`src/hw/rtl/assert_macros.svh`:
```
// Assertion macros shared by the RTL of the frame receiver.
`ifndef ASSERT_MACROS_SVH
`define ASSERT_MACROS_SVH
`ifndef SYNTHESIS
`define ASSERT_AT(lbl, clk, rstn, prop) \
  lbl: assert property (@(posedge clk) disable iff (!rstn) (prop)) \
    else $error("%m: assertion failed");
`define ASSERT_NEVER(lbl, clk, rstn, cond) \
  lbl: assert property (@(posedge clk) disable iff (!rstn) !(cond)) \
    else $error("%m: forbidden condition seen");
`else
`define ASSERT_AT(lbl, clk, rstn, prop)
`define ASSERT_NEVER(lbl, clk, rstn, cond)
`endif
`endif

```
`src/hw/rtl/smfr_pkg.sv`:
```
// Types and constants shared by the frame receiver modules.
`timescale 1ns / 1ps
package smfr_pkg;

  localparam int unsigned WI_W        = 6;
  localparam int unsigned CMDQ_DEPTH  = 4;
  localparam int unsigned CQ_PW       = $clog2(CMDQ_DEPTH);

  localparam logic       OP_BYTE = 1'b0;
  localparam logic       OP_TICK = 1'b1;

  localparam logic [7:0] HDR_BYTE        = 8'h48;
  localparam logic [7:0] OVERHEAD        = 8'h05;
  localparam logic [7:0] STATE_FRAME_LEN = 8'h0B;
  localparam logic [7:0] ERR_FRAME_LEN   = 8'h07;
  localparam logic [7:0] TYPE_UPLOAD     = 8'h01;
  localparam logic [7:0] TYPE_DOWNLOAD   = 8'h02;
  localparam logic [7:0] TYPE_MODULE     = 8'hFE;
  localparam logic [7:0] TYPE_ERROR      = 8'hFF;
  localparam logic [7:0] ERR_SUM         = 8'h02;
  localparam logic [7:0] ERR_NOCMD       = 8'hFF;
  localparam logic [7:0] TIMEOUT_RESET   = 8'd100;
  localparam logic [7:0] ERR_SUM_BASE    = 8'(HDR_BYTE + ERR_FRAME_LEN + TYPE_ERROR);

  localparam logic [1:0] K_TX     = 2'd0;
  localparam logic [1:0] K_DATA   = 2'd1;
  localparam logic [1:0] K_MODULE = 2'd2;
  localparam logic [1:0] K_STATUS = 2'd3;

  localparam logic [2:0] FS_UPLOAD_ACK   = 3'd0;
  localparam logic [2:0] FS_DATA_UPDATE  = 3'd1;
  localparam logic [2:0] FS_CONTROL_ACK  = 3'd2;
  localparam logic [2:0] FS_MODULE_STATE = 3'd3;
  localparam logic [2:0] FS_PEER_ERR     = 3'd4;
  localparam logic [2:0] FS_SUM_ERR      = 3'd5;
  localparam logic [2:0] FS_UNKNOWN      = 3'd6;

  typedef struct packed {
    logic [WI_W-1:0] addr;
    logic [7:0]      data;
    logic            handle;
  } cmd_t;

  typedef struct packed {
    logic full;
    logic empty;
  } q_stat_t;

  typedef struct packed {
    logic pop;
    logic busy;
  } back_stat_t;

  typedef struct packed {
    logic [1:0] kind;
    logic [7:0] data;
    logic [2:0] status;
    logic       last;
  } result_t;

  typedef enum logic [3:0] {
    BS_IDLE,
    BS_LEN_A,
    BS_LEN_B,
    BS_TYPE_A,
    BS_TYPE_B,
    BS_SUM_A,
    BS_SUM_B,
    BS_CHK_A,
    BS_CHK_B,
    BS_ECHO_A,
    BS_ECHO_B,
    BS_PAY_A,
    BS_PAY_B,
    BS_ERR,
    BS_STATUS
  } back_state_e;

endpackage

```
`src/hw/rtl/smfr_front.sv`:
```
// Front end: takes requests, tracks frame position, length and silence timer.
`timescale 1ns / 1ps
module smfr_front import smfr_pkg::*; #(
  parameter int unsigned FRAME_MAX = 32
) (
  input  logic       clk_i,
  input  logic       rst_ni,
  input  logic       cfg_we_i,
  input  logic [7:0] cfg_wdata_i,
  input  logic       push_i,
  input  logic       opcode_i,
  input  logic [7:0] rx_byte_i,
  output logic       full_o,
  input  q_stat_t    q_stat_i,
  output logic       cmd_push_o,
  output cmd_t       cmd_o
);

  localparam logic [7:0]      FM8 = 8'(FRAME_MAX);
  localparam logic [WI_W-1:0] FMW = WI_W'(FRAME_MAX);

  logic [WI_W-1:0] wi_q, wi_d, wi_a, wi_b;
  logic [7:0]      el_q, el_d, el_a;
  logic [7:0]      timer_q, timer_d, timer_dec;
  logic [7:0]      len_q, len_d;
  logic [7:0]      timeout_q;
  logic            accept, handle;

  assign full_o = q_stat_i.full;
  assign accept = push_i && !q_stat_i.full;

  always_comb begin
    wi_d       = wi_q;
    el_d       = el_q;
    timer_d    = timer_q;
    len_d      = len_q;
    cmd_push_o = 1'b0;
    handle     = 1'b0;
    wi_a       = wi_q;
    wi_b       = wi_q;
    el_a       = el_q;
    timer_dec  = 8'(timer_q - 8'd1);
    if (accept && opcode_i == OP_BYTE) begin
      cmd_push_o = 1'b1;
      if (wi_q == WI_W'(1)) begin
        len_d = rx_byte_i;
      end
      // once past the header slot, entry 0 holds the header
      if (wi_q != '0 || rx_byte_i == HDR_BYTE) begin
        wi_a = WI_W'(wi_q + WI_W'(1));
      end
      wi_b = wi_a;
      if (wi_a == WI_W'(4)) begin
        el_a = len_q;
        if (len_q > FM8) begin
          wi_b = '0;
        end
      end
      timer_d = timeout_q;
      el_d    = el_a;
      handle  = ({2'b00, wi_b} == el_a) && (wi_b != '0);
      if (handle) begin
        wi_b    = '0;
        timer_d = '0;
        el_d    = '0;
      end
      wi_d = (wi_b >= FMW) ? '0 : wi_b;
    end else if (accept && opcode_i == OP_TICK && timer_q != '0) begin
      timer_d = timer_dec;
      if (timer_dec == '0) begin
        wi_d = '0;
        el_d = '0;
      end
    end
  end

  always_comb begin
    cmd_o.addr   = wi_q;
    cmd_o.data   = rx_byte_i;
    cmd_o.handle = handle;
  end

  always_ff @(posedge clk_i or negedge rst_ni) begin
    if (!rst_ni) begin
      wi_q      <= '0;
      el_q      <= '0;
      timer_q   <= '0;
      timeout_q <= TIMEOUT_RESET;
    end else begin
      wi_q    <= wi_d;
      el_q    <= el_d;
      timer_q <= timer_d;
      if (cfg_we_i) begin
        timeout_q <= cfg_wdata_i;
      end
    end
  end

  always_ff @(posedge clk_i) begin
    len_q <= len_d;
  end

endmodule

```
`src/hw/rtl/smfr_cmdq.sv`:
```
// Command queue between the front end and the frame handler.
`timescale 1ns / 1ps
module smfr_cmdq import smfr_pkg::*; (
  input  logic    clk_i,
  input  logic    rst_ni,
  input  logic    push_i,
  input  cmd_t    cmd_i,
  input  logic    pop_i,
  output cmd_t    cmd_o,
  output q_stat_t stat_o
);

  cmd_t             ent_q [CMDQ_DEPTH];
  logic [CQ_PW-1:0] wptr_q, rptr_q;
  logic [CQ_PW:0]   count_q;
  logic             do_push, do_pop;

  assign stat_o.full  = (count_q == (CQ_PW+1)'(CMDQ_DEPTH));
  assign stat_o.empty = (count_q == '0);
  assign do_push      = push_i && !stat_o.full;
  assign do_pop       = pop_i && !stat_o.empty;
  assign cmd_o        = ent_q[rptr_q];

  always_ff @(posedge clk_i or negedge rst_ni) begin
    if (!rst_ni) begin
      wptr_q  <= '0;
      rptr_q  <= '0;
      count_q <= '0;
    end else begin
      if (do_push) begin
        wptr_q <= CQ_PW'(wptr_q + CQ_PW'(1));
      end
      if (do_pop) begin
        rptr_q <= CQ_PW'(rptr_q + CQ_PW'(1));
      end
      if (do_push && !do_pop) begin
        count_q <= (CQ_PW+1)'(count_q + (CQ_PW+1)'(1));
      end else if (do_pop && !do_push) begin
        count_q <= (CQ_PW+1)'(count_q - (CQ_PW+1)'(1));
      end
    end
  end

  always_ff @(posedge clk_i) begin
    if (do_push) begin
      ent_q[wptr_q] <= cmd_i;
    end
  end

endmodule

```
`src/hw/rtl/smfr_back.sv`:
```
// Frame handler: frame store, sum check, reply sequencer and result buffer.
`timescale 1ns / 1ps
module smfr_back import smfr_pkg::*; #(
  parameter int unsigned FRAME_MAX = 32
) (
  input  logic       clk_i,
  input  logic       rst_ni,
  input  cmd_t       cmd_i,
  input  q_stat_t    q_stat_i,
  output back_stat_t stat_o,
  input  logic       pop_i,
  output logic       empty_o,
  output result_t    result_o
);

  localparam int unsigned AW  = $clog2(FRAME_MAX);
  localparam logic [7:0]  FM8 = 8'(FRAME_MAX);

  function automatic logic [7:0] err_byte(logic [2:0] cnt, logic [7:0] rc, logic [7:0] code);
    logic [7:0] b;
    case (cnt)
      3'd0:    b = HDR_BYTE;
      3'd1:    b = ERR_FRAME_LEN;
      3'd2:    b = TYPE_ERROR;
      3'd3:    b = rc;
      3'd4:    b = code;
      3'd5:    b = 8'h00;
      default: b = 8'(ERR_SUM_BASE + rc + code);
    endcase
    return b;
  endfunction

  back_state_e state_q, state_d;

  logic [7:0] store_q [FRAME_MAX];
  logic [7:0] rdata_q;
  logic [7:0] idx_q, idx_d, acc_q, acc_d, len_q, len_d, type_q, type_d;
  logic [7:0] code_q, code_d, rc_q, rc_d;
  logic [2:0] status_q, status_d, cnt_q, cnt_d;
  logic [1:0] kind_q, kind_d;
  logic       mem_we, emit, room;
  result_t    emit_res;

  logic [7:0] n_idx, eff, pay, bound, idx_inc;
  logic       sum_done, echo_done, pay_done, sum_bad;

  // result buffer
  result_t    res_q [2];
  logic       owp_q, orp_q;
  logic [1:0] ocnt_q;
  logic       opush, opop;

  assign n_idx     = 8'(len_q - 8'd1);
  assign eff       = (len_q < FM8) ? len_q : FM8;
  assign pay       = (eff > OVERHEAD) ? 8'(eff - OVERHEAD) : 8'd0;
  assign bound     = (n_idx < FM8) ? n_idx : FM8;
  assign idx_inc   = 8'(idx_q + 8'd1);
  assign sum_done  = (idx_inc == bound);
  assign echo_done = (idx_inc == eff);
  assign pay_done  = (idx_inc == 8'(8'd4 + pay));
  assign sum_bad   = (acc_q != rdata_q);

  assign room        = (ocnt_q != 2'd2);

  always_comb begin
    state_d = state_q;
    unique case (state_q)
      BS_IDLE: begin
        if (!q_stat_i.empty && cmd_i.handle) state_d = BS_LEN_A;
      end
      BS_LEN_A:  state_d = BS_LEN_B;
      BS_LEN_B:  state_d = BS_TYPE_A;
      BS_TYPE_A: state_d = BS_TYPE_B;
      BS_TYPE_B: state_d = (bound == '0) ? BS_CHK_A : BS_SUM_A;
      BS_SUM_A:  state_d = BS_SUM_B;
      BS_SUM_B:  state_d = sum_done ? BS_CHK_A : BS_SUM_A;
      BS_CHK_A:  state_d = BS_CHK_B;
      BS_CHK_B: begin
        if (sum_bad) begin
          state_d = BS_ERR;
        end else begin
          unique case (type_q) inside
            TYPE_UPLOAD, TYPE_ERROR: state_d = BS_STATUS;
            TYPE_DOWNLOAD: state_d = (eff == '0) ? BS_STATUS : BS_ECHO_A;
            TYPE_MODULE: state_d = (len_q == STATE_FRAME_LEN) ? BS_PAY_A : BS_STATUS;
            default: state_d = BS_ERR;
          endcase
        end
      end
      BS_ECHO_A: state_d = BS_ECHO_B;
      BS_ECHO_B: begin
        if (room) begin
          if (!echo_done) state_d = BS_ECHO_A;
          else            state_d = (pay == '0) ? BS_STATUS : BS_PAY_A;
        end
      end
      BS_PAY_A: state_d = BS_PAY_B;
      BS_PAY_B: begin
        if (room) state_d = pay_done ? BS_STATUS : BS_PAY_A;
      end
      BS_ERR: begin
        if (room && cnt_q == 3'd6) state_d = BS_STATUS;
      end
      BS_STATUS: begin
        if (room) state_d = BS_IDLE;
      end
      default: state_d = BS_IDLE;
    endcase
  end

  always_comb begin
    idx_d       = idx_q;
    acc_d       = acc_q;
    len_d       = len_q;
    type_d      = type_q;
    status_d    = status_q;
    code_d      = code_q;
    kind_d      = kind_q;
    cnt_d       = cnt_q;
    rc_d        = rc_q;
    mem_we      = 1'b0;
    stat_o.pop  = 1'b0;
    stat_o.busy = (state_q != BS_IDLE);
    emit        = 1'b0;
    emit_res    = '0;
    unique case (state_q)
      BS_IDLE: begin
        if (!q_stat_i.empty) begin
          stat_o.pop = 1'b1;
          mem_we     = 1'b1;
          if (cmd_i.handle) idx_d = 8'd1;
        end
      end
      BS_LEN_B: begin
        len_d = rdata_q;
        idx_d = 8'd2;
      end
      BS_TYPE_B: begin
        type_d = rdata_q;
        acc_d  = '0;
        idx_d  = (bound == '0) ? n_idx : 8'd0;
      end
      BS_SUM_B: begin
        acc_d = 8'(acc_q + rdata_q);
        idx_d = sum_done ? n_idx : idx_inc;
      end
      BS_CHK_B: begin
        if (sum_bad) begin
          code_d   = ERR_SUM;
          status_d = FS_SUM_ERR;
          cnt_d    = '0;
        end else begin
          unique case (type_q) inside
            TYPE_UPLOAD: status_d = FS_UPLOAD_ACK;
            TYPE_ERROR:  status_d = FS_PEER_ERR;
            TYPE_DOWNLOAD: begin
              status_d = FS_DATA_UPDATE;
              kind_d   = K_DATA;
              idx_d    = 8'd0;
            end
            TYPE_MODULE: begin
              if (len_q == STATE_FRAME_LEN) begin
                status_d = FS_MODULE_STATE;
                kind_d   = K_MODULE;
                idx_d    = 8'd4;
              end else begin
                status_d = FS_CONTROL_ACK;
              end
            end
            default: begin
              code_d   = ERR_NOCMD;
              status_d = FS_UNKNOWN;
              cnt_d    = '0;
            end
          endcase
        end
      end
      BS_ECHO_B: begin
        emit          = 1'b1;
        emit_res.kind = K_TX;
        emit_res.data = rdata_q;
        if (room) idx_d = echo_done ? 8'd4 : idx_inc;
      end
      BS_PAY_B: begin
        emit          = 1'b1;
        emit_res.kind = kind_q;
        emit_res.data = rdata_q;
        if (room) idx_d = idx_inc;
      end
      BS_ERR: begin
        emit          = 1'b1;
        emit_res.kind = K_TX;
        emit_res.data = err_byte(cnt_q, rc_q, code_q);
        if (room) begin
          if (cnt_q == 3'd6) rc_d = 8'(rc_q + 8'd1);
          else               cnt_d = 3'(cnt_q + 3'd1);
        end
      end
      BS_STATUS: begin
        emit            = 1'b1;
        emit_res.kind   = K_STATUS;
        emit_res.status = status_q;
        emit_res.last   = 1'b1;
      end
      default: begin
      end
    endcase
  end

  always_ff @(posedge clk_i) begin
    if (mem_we) begin
      store_q[cmd_i.addr[AW-1:0]] <= cmd_i.data;
    end
    // entries past the store read as zero
    rdata_q  <= (idx_q < FM8) ? store_q[idx_q[AW-1:0]] : 8'd0;
    idx_q    <= idx_d;
    acc_q    <= acc_d;
    len_q    <= len_d;
    type_q   <= type_d;
    status_q <= status_d;
    code_q   <= code_d;
    kind_q   <= kind_d;
    cnt_q    <= cnt_d;
  end

  always_ff @(posedge clk_i or negedge rst_ni) begin
    if (!rst_ni) begin
      state_q <= BS_IDLE;
      rc_q    <= '0;
    end else begin
      state_q <= state_d;
      rc_q    <= rc_d;
    end
  end

  assign opush    = emit && room;
  assign empty_o  = (ocnt_q == 2'd0);
  assign opop     = pop_i && !empty_o;
  assign result_o = res_q[orp_q];

  always_ff @(posedge clk_i or negedge rst_ni) begin
    if (!rst_ni) begin
      owp_q  <= 1'b0;
      orp_q  <= 1'b0;
      ocnt_q <= '0;
    end else begin
      if (opush) owp_q <= !owp_q;
      if (opop)  orp_q <= !orp_q;
      if (opush && !opop) begin
        ocnt_q <= 2'(ocnt_q + 2'd1);
      end else if (opop && !opush) begin
        ocnt_q <= 2'(ocnt_q - 2'd1);
      end
    end
  end

  always_ff @(posedge clk_i) begin
    if (opush) begin
      res_q[owp_q] <= emit_res;
    end
  end

endmodule

```
`src/hw/rtl/serial_module_frame_receiver_top.sv`:
```
// Bytes and ticks update front-end registers; stored bytes pass a 4-deep queue. A closing
// byte starts the handler: length, type, sum check, then echo, payload or error-reply bytes
// and the status, each held while the result buffer is full; the frame store has one
// registered read port. Throughput: one request per cycle while the queue has room. Up to
// 60 results/frame. Reset: control state, queue pointers and counts, reply counter and timer
// clear at once, timeout loads 100; frame store is not cleared and takes no clearing pass.
`timescale 1ns / 1ps
`include "assert_macros.svh"
module serial_module_frame_receiver_top import smfr_pkg::*; #(
  parameter int unsigned FRAME_MAX = 32
) (
  input  logic       clk_i,
  input  logic       rst_ni,
  input  logic       cfg_we_i,
  input  logic [7:0] cfg_wdata_i,
  input  logic       push,
  output logic       full,
  input  logic       opcode_i,
  input  logic [7:0] rx_byte_i,
  output logic       empty,
  input  logic       pop,
  output logic [1:0] out_kind_o,
  output logic [7:0] out_byte_o,
  output logic [2:0] frame_status_o,
  output logic       last_o
);

  q_stat_t    q_stat;
  back_stat_t back_stat;
  cmd_t       cmd_in, cmd_head;
  logic       cmd_push;
  result_t    result;

  smfr_front #(.FRAME_MAX(FRAME_MAX)) u_front (
    .clk_i       (clk_i),
    .rst_ni      (rst_ni),
    .cfg_we_i    (cfg_we_i),
    .cfg_wdata_i (cfg_wdata_i),
    .push_i      (push),
    .opcode_i    (opcode_i),
    .rx_byte_i   (rx_byte_i),
    .full_o      (full),
    .q_stat_i    (q_stat),
    .cmd_push_o  (cmd_push),
    .cmd_o       (cmd_in)
  );

  smfr_cmdq u_cmdq (
    .clk_i  (clk_i),
    .rst_ni (rst_ni),
    .push_i (cmd_push),
    .cmd_i  (cmd_in),
    .pop_i  (back_stat.pop),
    .cmd_o  (cmd_head),
    .stat_o (q_stat)
  );

  smfr_back #(.FRAME_MAX(FRAME_MAX)) u_back (
    .clk_i    (clk_i),
    .rst_ni   (rst_ni),
    .cmd_i    (cmd_head),
    .q_stat_i (q_stat),
    .stat_o   (back_stat),
    .pop_i    (pop),
    .empty_o  (empty),
    .result_o (result)
  );

  assign out_kind_o     = result.kind;
  assign out_byte_o     = result.data;
  assign frame_status_o = result.status;
  assign last_o         = result.last;

  `ASSERT_NEVER(a_push_when_full, clk_i, rst_ni, cmd_push && q_stat.full)
  `ASSERT_AT(a_handle_starts, clk_i, rst_ni, (back_stat.pop && cmd_head.handle) |=> back_stat.busy)
  `ASSERT_NEVER(a_pop_while_busy, clk_i, rst_ni, back_stat.busy && back_stat.pop)
  `ASSERT_AT(a_last_is_status, clk_i, rst_ni, (!empty && last_o) |-> (out_kind_o == K_STATUS))

endmodule

```
`config.mk`:
```
export PLATFORM = sky130hd
export DESIGN_NAME = serial_module_frame_receiver_top
export DESIGN_NICKNAME = d
export VERILOG_FILES = /design/src/hw/rtl/smfr_pkg.sv /design/src/hw/rtl/smfr_front.sv /design/src/hw/rtl/smfr_cmdq.sv /design/src/hw/rtl/smfr_back.sv /design/src/hw/rtl/serial_module_frame_receiver_top.sv
export VERILOG_INCLUDE_DIRS = /design/src /design/src/hw/rtl
export SDC_FILE = /design/constraint.sdc
export NUM_CORES = 1
export LEC_CHECK = 0
export BUFFER_PORTS_ARGS = -buffer_cell sky130_fd_sc_hd__buf_2
export CAP_MARGIN = 0
export CORE_UTILIZATION = 35
export DETAILED_ROUTE_END_ITERATION = 6
export GPL_TIMING_DRIVEN = 0
export PLACE_DENSITY_LB_ADDON = 0.3
export SYNTH_ARGS = -nofsm -noshare
export SYNTH_HDL_FRONTEND = slang
export SYNTH_SLANG_ARGS = --single-unit
```
`constraint.sdc`:
```
create_clock -name clk_i -period 4.65 [get_ports clk_i]
set_input_delay 0.93 -clock clk_i [delete_from_list [all_inputs] [get_ports clk_i]]
set_output_delay 0.93 -clock clk_i [all_outputs]
set_load 0.1 [all_outputs]
```
==> flow_summary_export.csv, run 1 <==
group,metric,value,unit
yosys,syn_area,20070,um2
floorplanning,die_h,241.4,um
floorplanning,ios,38,
worst_setup_path,critPathLaunch,"u_back.len_q[6]$_DFFE_PP_",
cts,cts-root-buf,"clkbuf_16",
pwr,vdd_drop_max,0.4669,mV
floorplanning,start_util,35.52,%
sta,slew_headroom,15.83,%
floorplanning,die_w,241.4,um
yosys,ys_async_sr_fraction,11.78,%
floorplanning,coreArea,56500,um2
routing,wl_per_cell,19.96,um
cts,tritoncts,"built",
cts,clk_pin_slew,0.06,ns
yosys,synth_fp_nets,1339,
pwr,leakagePower,7.734,nW
placement,dp_hpwl,28800,um
sta,holdWs,0.3890,ns
worst_setup_path,cp-end-kind,"flip-flop",
sta,finClkSkew,0.02405,ns
routing,vias_per_cell,5.195,
floorplanning,row_count,87,
cts,cts.sinks,450,
yosys,yosysWarningCount,0,
cts,post_cts_buffers,0,
layout,final_util,40.14,%
worst_setup_path,critPathMaxFanout,10,
worst_setup_path,reg2reg_slack,0.49,ns
layout,nets,1424,
global_route,antenna_found_initial,1,
sta,rsz0062_at_grt,"false",
layout,antennaDiodeCount,0,
layout,stdcell_count,2149,
routing,vias,11160,
yosys,ys_seq_area_share,65.64,%
placement,numPortBuffers,36,
global_route,grt_max_degree,54,
cts,hold_buffers,0,
sta,tns,0,ns
yosys,avgSynthCellArea,15.79,um2
pwr,pwr_density_cell,622.9,nW/um2
cts,cts_max_level,2,
yosys,synth-main-ff-cell,"edfxtp_1",
global_route,first_global_vias,11170,
sta,tightest_slew,1.253,ns
layout,fill_cells,5145,
cts,cts_buffer_depth,3,
sta,hold_viol_final,0,
worst_setup_path,arrival,4.62,ns
placement,dpl.cell_count,2063,
routing,drc,0,
sta,setup_violations,0,
sta,period_share,89.36,%
routing,ant_nets,0,
placement,gp_congestion,0.8456,
routing,routed_wl,42900,um
cts,post_cts_resized,0,
sta,finalWorstSetupSlack,0.4946,ns
worst_setup_path,start_kind,"flip-flop",
yosys,ys_types,81,
layout,areaGrowthSynthToFinish,13.02,%
global_route,grt_overflow,0,
floorplanning,die_area,58290,um2
flow_run,drv_cap,0,
yosys,ys_ff_latch,450,
layout,drive_above_1_share,18.23,%
routing,drtIter0Drc,790,
sta,fin_crit,4.155,ns
yosys,synth_edf_count,389,
routing,dr.pass1.iters,6,
sta,max_freq,0.2407,GHz
cts,numCtsBuffers,47,
yosys,postSynthCellCount,1271,
placement,dpl_worst_slack,0.5805,ns
worst_hold_path,hp-class,"input port to asynchronous set/reset pin",
worst_setup_path,worstSetupPathType,"flip-flop to flip-flop",
status,status,"finished, final reports clean",
worst_setup_path,required,5.12,ns
global_route,track_usage,15.03,%
worst_setup_path,rr_startpoint,"u_back.len_q[6]$_DFFE_PP_",
global_route,grt_first_pass_wirelength,65690,um
sta,drv_slew,0,
cts,clk_latency,0.59,ns
## cell usage in the layout, fill, tap and decap left out, types with 14 or more instances in the layout
cell	instances
nand3_1	24
a21oi_1	28
mux4_2	94
o21ai_0	42
edfxtp_1	389
mux2_2	26
buf_2	39
inv_1	40
ha_1	44
xor2_1	23
nand2_1	57
nor2_1	107
xnor2_1	44
a21o_1	14
dfrtp_1	50
nor3_1	18
clkbuf_16	49
buf_1	16
clkbuf_1	39
## logic make-up (layout without fill, tap and decap cells)
kind of cell	count (synthesis)	count (layout)	synth area share [%]
DFF	450	450	65.64
AOI/OAI and AO/OA	163	163	5.656
adders and majority gates	46	46	2.943
and+or+nand+nor	315	315	8.088
buffers and inverters	95	217	1.952
xor gates and xnor gates	68	68	3.006
muxes	134	134	12.71
## metrics by stage
| stage | instance area (um2) | power (W) |
|---|---|---|
| 2_1_floorplan | 20070 | 0.009198 |
| 3_3_place_gp | 21190 | 0.01058 |
| 3_5_place_dp | 21200 | 0.01067 |
| 4_1_cts | 22680 | 0.01429 |
| 5_1_grt | 22680 | 0.01484 |
| 6_report | 22680 | 0.01413 |
## synthesized netlist by cell type, types with 7 or more instances
library cell  count  share of area (%)
nor4_1            8               0.25
nor2b_1           9               0.28
inv_1            40               0.75
buf_1            16               0.30
o21ai_0          42                1.0
and3_1           13               0.41
nand2b_1          9               0.28
mux2i_1          13               0.65
and2_1           12               0.37
mux4_2           94                 11
dfrtp_1          50                6.2
a21oi_1          28               0.70
mux2_2           26                1.5
a21o_1           14               0.52
clkbuf_1         29               0.54
nand4_1           9               0.28
dfxtp_1           8               0.80
a22o_1            7               0.31
nand3_1          24               0.60
edfxtp_1        389                 58
xor2_1           23                1.0
nor3_1           18               0.45
nor2_1          107                2.0
xnor2_1          44                1.9
ha_1             44                2.7
nand2_1          57                1.1
nor3b_1           7               0.26
or3_1            11               0.34
## layout make-up
cell class | instances | area, um2 | area share (%)
clock inverter | 24 | 172.7 | 0.7614
buffer | 54 | 237.7 | 1.048
tap | 756 | 945.9 | 4.171
timing repair buffer | 36 | 182.7 | 0.8055
inverter | 41 | 153.9 | 0.6786
multi-input combinational | 726 | 6509 | 28.70
clock buffer | 62 | 1305 | 5.754
sequential | 450 | 13170 | 58.08
## path summary, 6_finish.rpt
path	endpoint	depth (start not counted)
hold / removal	u_back.orp_q$_DFFE_PN0P_	1
min in group clk_i	u_cmdq.count_q[2]$_DFFE_PN0P_	1
max in group asynchronous	u_front.el_q[6]$_DFFE_PN0P_	1
setup reg to reg	u_back.state_q[0]$_DFFE_PN0P_	16
hold reg to reg	u_cmdq.count_q[2]$_DFFE_PN0P_	1
setup / recovery	u_back.state_q[0]$_DFFE_PN0P_	16
## where the power goes
part           internal, W  total (W)  switching (W)
clock              0.00208    0.00360        0.00152
sequential         0.00529    0.00559       0.000300
combinational      0.00178    0.00493        0.00315
total              0.00916     0.0141        0.00497
## layer usage
metal	part of all wire, %	GRT usage, %	vias up
li1	-	-	5126
met5	0.042	0	-
met1	44	20.47	5686
met2	49	24.40	270
met4	2.6	5.332	2
met3	5.1	2.370	79
## worst max-delay path: stages (launching register included)
cell and delay, ns:
edfxtp_1 0.49, nor3_1 0.46, clkbuf_1 0.42, nand2_1 0.20
ha_1 0.27, nor2b_1 0.15, nor2b_1 0.20, nor4_1 0.10
nor2_1 0.20, inv_1 0.06, ha_1 0.29, xnor2_1 0.13
nor4_1 0.25, o211ai_1 0.25, a211o_1 0.34, a21oi_1 0.16
o21ai_1 0.08
## flip-flops by register name, indices dropped and copies added (netlist names), 3 cells and up
| signal | cells |
|---|---|
| u_back.acc_q | 8 |
| u_back.cnt_q | 3 |
| u_back.idx_q | 8 |
| u_back.len_q | 8 |
| u_back.rc_q | 8 |
| u_back.rdata_q | 8 |
| u_back.res_q | 28 |
| u_back.state_q | 4 |
| u_back.status_q | 3 |
| u_back.store_q | 256 |
| u_back.type_q | 8 |
| u_cmdq.count_q | 3 |
| u_cmdq.ent_q | 56 |
| u_front.el_q | 8 |
| u_front.len_q | 8 |
| u_front.timeout_q | 8 |
| u_front.timer_q | 8 |
| u_front.wi_q | 6 |
Power figures use the tool's default switching activity.
==> run 2: changes to the inputs <==
Settings changed: CAP_MARGIN 0 to 20.
Clock period 4.65 ns to 4 ns, I/O delays scaled along.
==> flow_summary_export.csv, run 2 (synthesis results as in run 1) <==
group,metric,value,unit
cts,post_cts_buffers,0,
placement,dp_hpwl,29200,um
cts,post_cts_resized,1,
routing,ant_nets,0,
worst_hold_path,hp-class,"input port to asynchronous set/reset pin",
floorplanning,die_w,241.4,um
pwr,pwr_density_cell,721.8,nW/um2
cts,clk_pin_slew,0.06,ns
worst_setup_path,worstSetupPathType,"flip-flop to flip-flop",
layout,drive_above_1_share,18.74,%
routing,vias_per_cell,5.204,
worst_setup_path,critPathMaxFanout,10,
pwr,vdd_drop_max,0.4256,mV
layout,mostFrequentLayoutCells,"edfxtp_1 (389), nor2_1 (107), mux4_2 (94)",
global_route,antenna_found_initial,0,
worst_setup_path,rr_startpoint,"u_back.len_q[7]$_DFFE_PP_",
routing,vias,11180,
global_route,grt-busiest-layer,"met2",
cts,cts-root-buf,"clkbuf_16",
sta,slew_headroom,32.16,%
floorplanning,row_count,87,
sta,hold_viol_final,0,
cts,numCtsBuffers,46,
global_route,use_met1,20.32,%
sta,setup_violations,0,
global_route,track_usage,15.28,%
layout,antennaDiodeCount,0,
global_route,grt_max_degree,33,
cts,hold_buffers,0,
layout,nets,1429,
sta,finalWorstSetupSlack,0.2529,ns
cts,cts_buffer_depth,3,
routing,routed_wl,43150,um
layout,areaGrowthSynthToFinish,13.17,%
floorplanning,die_area,58290,um2
worst_setup_path,critPathLaunch,"u_back.len_q[7]$_DFFE_PP_",
placement,gp_congestion,0.8637,
routing,drc,0,
status,status,"finished, final reports clean",
worst_setup_path,cp-end-kind,"flip-flop",
placement,numPortBuffers,36,
worst_setup_path,arrival,4.21,ns
routing,dr.pass1.iters,5,
sta,max_freq,0.2669,GHz
pwr,leakagePower,7.752,nW
sta,drv_slew,0,
floorplanning,ios,38,
cts,cts.sinks,450,
layout,final_area,22710,um2
worst_setup_path,start_kind,"flip-flop",
global_route,met3_usage,2.723,%
sta,finClkSkew,0.02497,ns
floorplanning,coreArea,56500,um2
sta,period_share,93.68,%
floorplanning,die_h,241.4,um
global_route,grtUsageMet2,25.24,%
worst_setup_path,required,4.46,ns
cts,tritoncts,"built",
layout,final_util,40.19,%
floorplanning,start_util,35.52,%
flow_run,drv_cap,0,
global_route,grt_overflow,0,
routing,wl_per_cell,20.08,um
cts,clk_latency,0.58,ns
placement,dpl_cell_area,21260,um2
placement,dpl_worst_slack,-0.07993,ns
cts,cts_max_level,2,
global_route,first_global_vias,11200,
sta,tightest_slew,1.018,ns
routing,drtIter0Drc,829,
sta,tns,0,ns
sta,fin_crit,3.747,ns
layout,final_common_cell,"edfxtp_1",
layout,largest_reg_flops,256,
global_route,grt_first_pass_wirelength,66920,um
==> run 2: layer usage <==
layer  up-vias  routed length, um
met4         0               1014
met3        54               2295
met5         -                  0
met2       281              21260
li1       5143                  -
met1      5706              18580
==> run 2: layout make-up <==
| type | instances | area, um2 |
|---|---|---|
| plain buffers | 54 | 241.5 |
| clock buffers | 55 | 1185 |
| clock inverters | 25 | 230.2 |
| fillers | 5106 | 33790 |
| inverters | 41 | 153.9 |
| multi-input cells | 726 | 6531 |
| flip-flops and latches | 450 | 13170 |
| well taps | 756 | 945.9 |
| repair buffers | 42 | 249.0 |
==> run 2: per-stage QoR <==
stage | power [W] | instances | hold WS (ns)
final | 0.01639 | 2149 | 0.2884
after global routing | 0.01722 | 2149 | 0.3486
after CTS | 0.01654 | 2148 | 0.2962
after detailed placement | 0.01244 | 2068 | 0.4620
after global placement | 0.01229 | 2063 | 0.4610
after floorplan | 0.01070 | 1271 | 0.4340
==> run 2: power breakdown <==
part | switching [W] | internal (W)
sequential | 0.000357 | 0.00615
clock | 0.00173 | 0.00236
combinational | 0.00368 | 0.00211
total | 0.00577 | 0.0106
==> run 2: final timing paths <==
kind / endpoint / slack [ns] / cells past startpoint
hold / removal: u_back.orp_q$_DFFE_PN0P_ / 0.29 / 1
hold reg to reg: u_front.timer_q[7]$_DFFE_PN0P_ / 0.47 / 2
max in group asynchronous: u_front.timeout_q[6]$_DFFE_PN1P_ / 3.04 / 2
setup / recovery: u_back.state_q[0]$_DFFE_PN0P_ / 0.25 / 16
setup reg to reg: u_back.state_q[0]$_DFFE_PN0P_ / 0.25 / 16
min in group clk_i: u_front.timeout_q[0]$_DFFE_PN0P_ / 0.45 / 2
==> run 2: worst max-delay path, stage by stage (launching register included) <==
cell      delay [ns]
edfxtp_1        0.51
nor3_4          0.28
clkbuf_4        0.25
nand2_1         0.13
ha_1            0.26
nor2b_1         0.15
nor2b_1         0.23
nor4_2          0.09
nor2_1          0.17
inv_1           0.06
ha_1            0.28
xnor2_1         0.13
nor4_1          0.26
o211ai_1        0.25
a211o_1         0.34
a21oi_1         0.17
o21ai_1         0.09
==> run 3: changes to the inputs <==
Settings changed: CELL_PAD_IN_SITES_DETAIL_PLACEMENT set to 1, CELL_PAD_IN_SITES_GLOBAL_PLACEMENT set to 2, PLACE_DENSITY set to 0.7, PLACE_DENSITY_LB_ADDON 0.3 to unset.
==> flow_summary_export.csv, run 3 (synthesis results as in run 1) <==
group,metric,value,unit
pwr,power,0.01710,W
cts,clk_latency,0.59,ns
sta,holdWs,0.3037,ns
sta,slew_headroom,27.01,%
placement,dpl.cell_count,2070,
worst_hold_path,hp-class,"input port to asynchronous set/reset pin",
worst_setup_path,path_cells,"nor3_4 > buf_4 > nand2_1 > ha_1 > nor2b_1 > nor2b_1 > nor4_1 > nor2_1 > inv_1 > ha_1 > xnor2_1 > nor4_1 > o211ai_1 > a211o_1 > a21oi_1 > o21ai_1",
cts,clk_pin_slew,0.07,ns
sta,period_share,90.26,%
cts,cts-root-buf,"clkbuf_16",
routing,dr.pass1.iters,4,
cts,numCtsBuffers,51,
sta,finClkSkew,0.03038,ns
routing,vias,11300,
global_route,grt_overflow,0,
pwr,vdd_drop_max,0.4239,mV
routing,drtIter0Drc,808,
cts,cts.sinks,450,
floorplanning,die_h,241.4,um
cts,hold_buffers,0,
worst_setup_path,cpPeakStageDelay,0.47,ns
global_route,track_usage,16.81,%
routing,drc,0,
sta,tightest_slew,1.085,ns
placement,gp_congestion,0.8016,
worst_setup_path,rr_endpoint,"u_back.state_q[0]$_DFFE_PN0P_",
layout,antennaDiodeCount,0,
floorplanning,row_count,87,
worst_setup_path,path_depth,16,
routing,routed_wl,47650,um
sta,fin_crit,3.610,ns
cts,tritoncts,"built",
global_route,antenna_found_initial,0,
placement,dp_hpwl,32570,um
sta,rsz0062_at_grt,"false",
global_route,grt_first_pass_wirelength,73310,um
routing,ant_nets,0,
worst_setup_path,ff2ff_path_depth,16,
worst_setup_path,required,4.49,ns
floorplanning,die_area,58290,um2
worst_setup_path,arrival,4.10,ns
sta,max_freq,0.2770,GHz
sta,setup_violations,0,
cts,cts_max_level,2,
pwr,pwr_density_cell,743.3,nW/um2
layout,areaGrowthSynthToFinish,14.63,%
worst_setup_path,critPathLaunch,"u_back.len_q[7]$_DFFE_PP_",
layout,mostFrequentLayoutCells,"edfxtp_1 (389), nor2_1 (107), mux4_2 (94)",
floorplanning,coreArea,56500,um2
worst_setup_path,reg2reg_slack,0.39,ns
cts,cts_buffer_depth,3,
floorplanning,ios,38,
routing,vias_per_cell,5.214,
floorplanning,start_util,35.52,%
status,status,"finished, final reports clean",
worst_setup_path,cp-end-kind,"flip-flop",
layout,drive_above_1_share,19.83,%
floorplanning,die_w,241.4,um
layout,final_common_cell,"edfxtp_1",
worst_setup_path,start_kind,"flip-flop",
worst_setup_path,crit_family,"simple AND/OR/NAND/NOR gates",
layout,largest_reg_flops,256,
worst_setup_path,slowest_stage,"edfxtp_1",
flow_run,drv_cap,0,
worst_setup_path,critical_path_buf_inv_count,2,
sta,drv_slew,0,
worst_setup_path,worstSetupPathType,"flip-flop to flip-flop",
layout,stdcell_count,2168,
worst_setup_path,critPathMaxFanout,10,
layout,nets,1442,
pwr,leakagePower,7.896,nW
worst_setup_path,rr_startpoint,"u_back.len_q[7]$_DFFE_PP_",
worst_setup_path,endpoint,"u_back.state_q[0]$_DFFE_PN0P_",
global_route,first_global_vias,11890,
placement,numPortBuffers,36,
sta,hold_viol_final,0,
global_route,grt_max_degree,33,
routing,wl_per_cell,21.98,um
-- run 3: cell count changes in the layout (fill, tap and decap cells not counted), moves of 2 or more --
cell and delta:
clkinvlp_4 +2, clkbuf_16 +6, buf_4 +7, inv_6 +3
buf_8 +2
-- run 3: timing repair --
action | CTS | global route
endpoints found under the setup margin | 1 | 2
pin swaps | 0 | 2
cloned | 0 | 0
gates resized for setup | 1 | 5
buffers inserted | 0 | 5
-- run 3: per-stage QoR --
| stage | setup WS [ns] | TNS [ns] | utilization, % | instance area, um2 |
|---|---|---|---|---|
| floorplan | 0.5354 | 0 | - | 20070 |
| global placement | -0.4725 | -3.908 | 37.52 | 21200 |
| detailed placement | -0.1539 | -0.1539 | 37.65 | 21270 |
| CTS | 0.04438 | 0 | 40.57 | 22920 |
| global route | 0.002675 | 0 | 40.71 | 23000 |
| finish | 0.3896 | 0 | 40.71 | 23000 |
-- run 3: cell type report --
| cell class | instances | area [um2] |
|---|---|---|
| inverter | 41 | 153.9 |
| sequential | 450 | 13170 |
| fill | 5662 | 33490 |
| multi-input combinational | 726 | 6525 |
| clock buffer | 61 | 1335 |
| buffer | 54 | 241.5 |
| clock inverter | 30 | 311.5 |
| tap | 756 | 945.9 |
| timing repair buffer | 50 | 316.6 |
-- run 3: how the worst min path moves through the flow --
| stage | from | cells past startpoint | end | slack [ns] |
|---|---|---|---|---|
| after CTS | rst_ni | 1 | u_back.state_q[0]$_DFFE_PN0P_ | 0.30 |
| after detailed placement | u_front.timeout_q[7]$_DFFE_PN0P_ | 2 | u_front.timer_q[7]$_DFFE_PN0P_ | 0.48 |
| after global routing | rst_ni | 1 | u_back.orp_q$_DFFE_PN0P_ | 0.34 |
| final | rst_ni | 1 | u_back.state_q[0]$_DFFE_PN0P_ | 0.30 |
| after global placement | u_cmdq.count_q[2]$_DFFE_PN0P_ | 1 | u_cmdq.count_q[2]$_DFFE_PN0P_ | 0.47 |
| after floorplan | u_front.timeout_q[7]$_DFFE_PN0P_ | 2 | u_front.timer_q[7]$_DFFE_PN0P_ | 0.43 |
-- run 3: worst register-to-register path: cells and delay by family (launching register included) --
kind                       cells  cell delay [ns]
and+or+nand+nor                7             1.28
AOI/OAI and AO/OA              4             0.81
buffers and inverters          2             0.29
xor gates and xnor gates       1             0.13
adders and majority gates      2             0.54
DFF                            1             0.47
-- run 3: routing by layer --
metal / share of wire [%] / GRT usage (%) / up-vias
met5: 0 / 0 / -
met4: 1.9 / 4.411 / 0
met3: 3.6 / 2.632 / 58
met2: 49 / 28.10 / 183
met1: 45 / 22.82 / 5904
li1: - / - / 5159
-- run 3: power breakdown --
part | total (W) | switching, W | internal, W
Clock | 0.00462 | 0.00191 | 0.00271
Sequential | 0.00652 | 0.000369 | 0.00615
Combinational | 0.00596 | 0.00381 | 0.00215
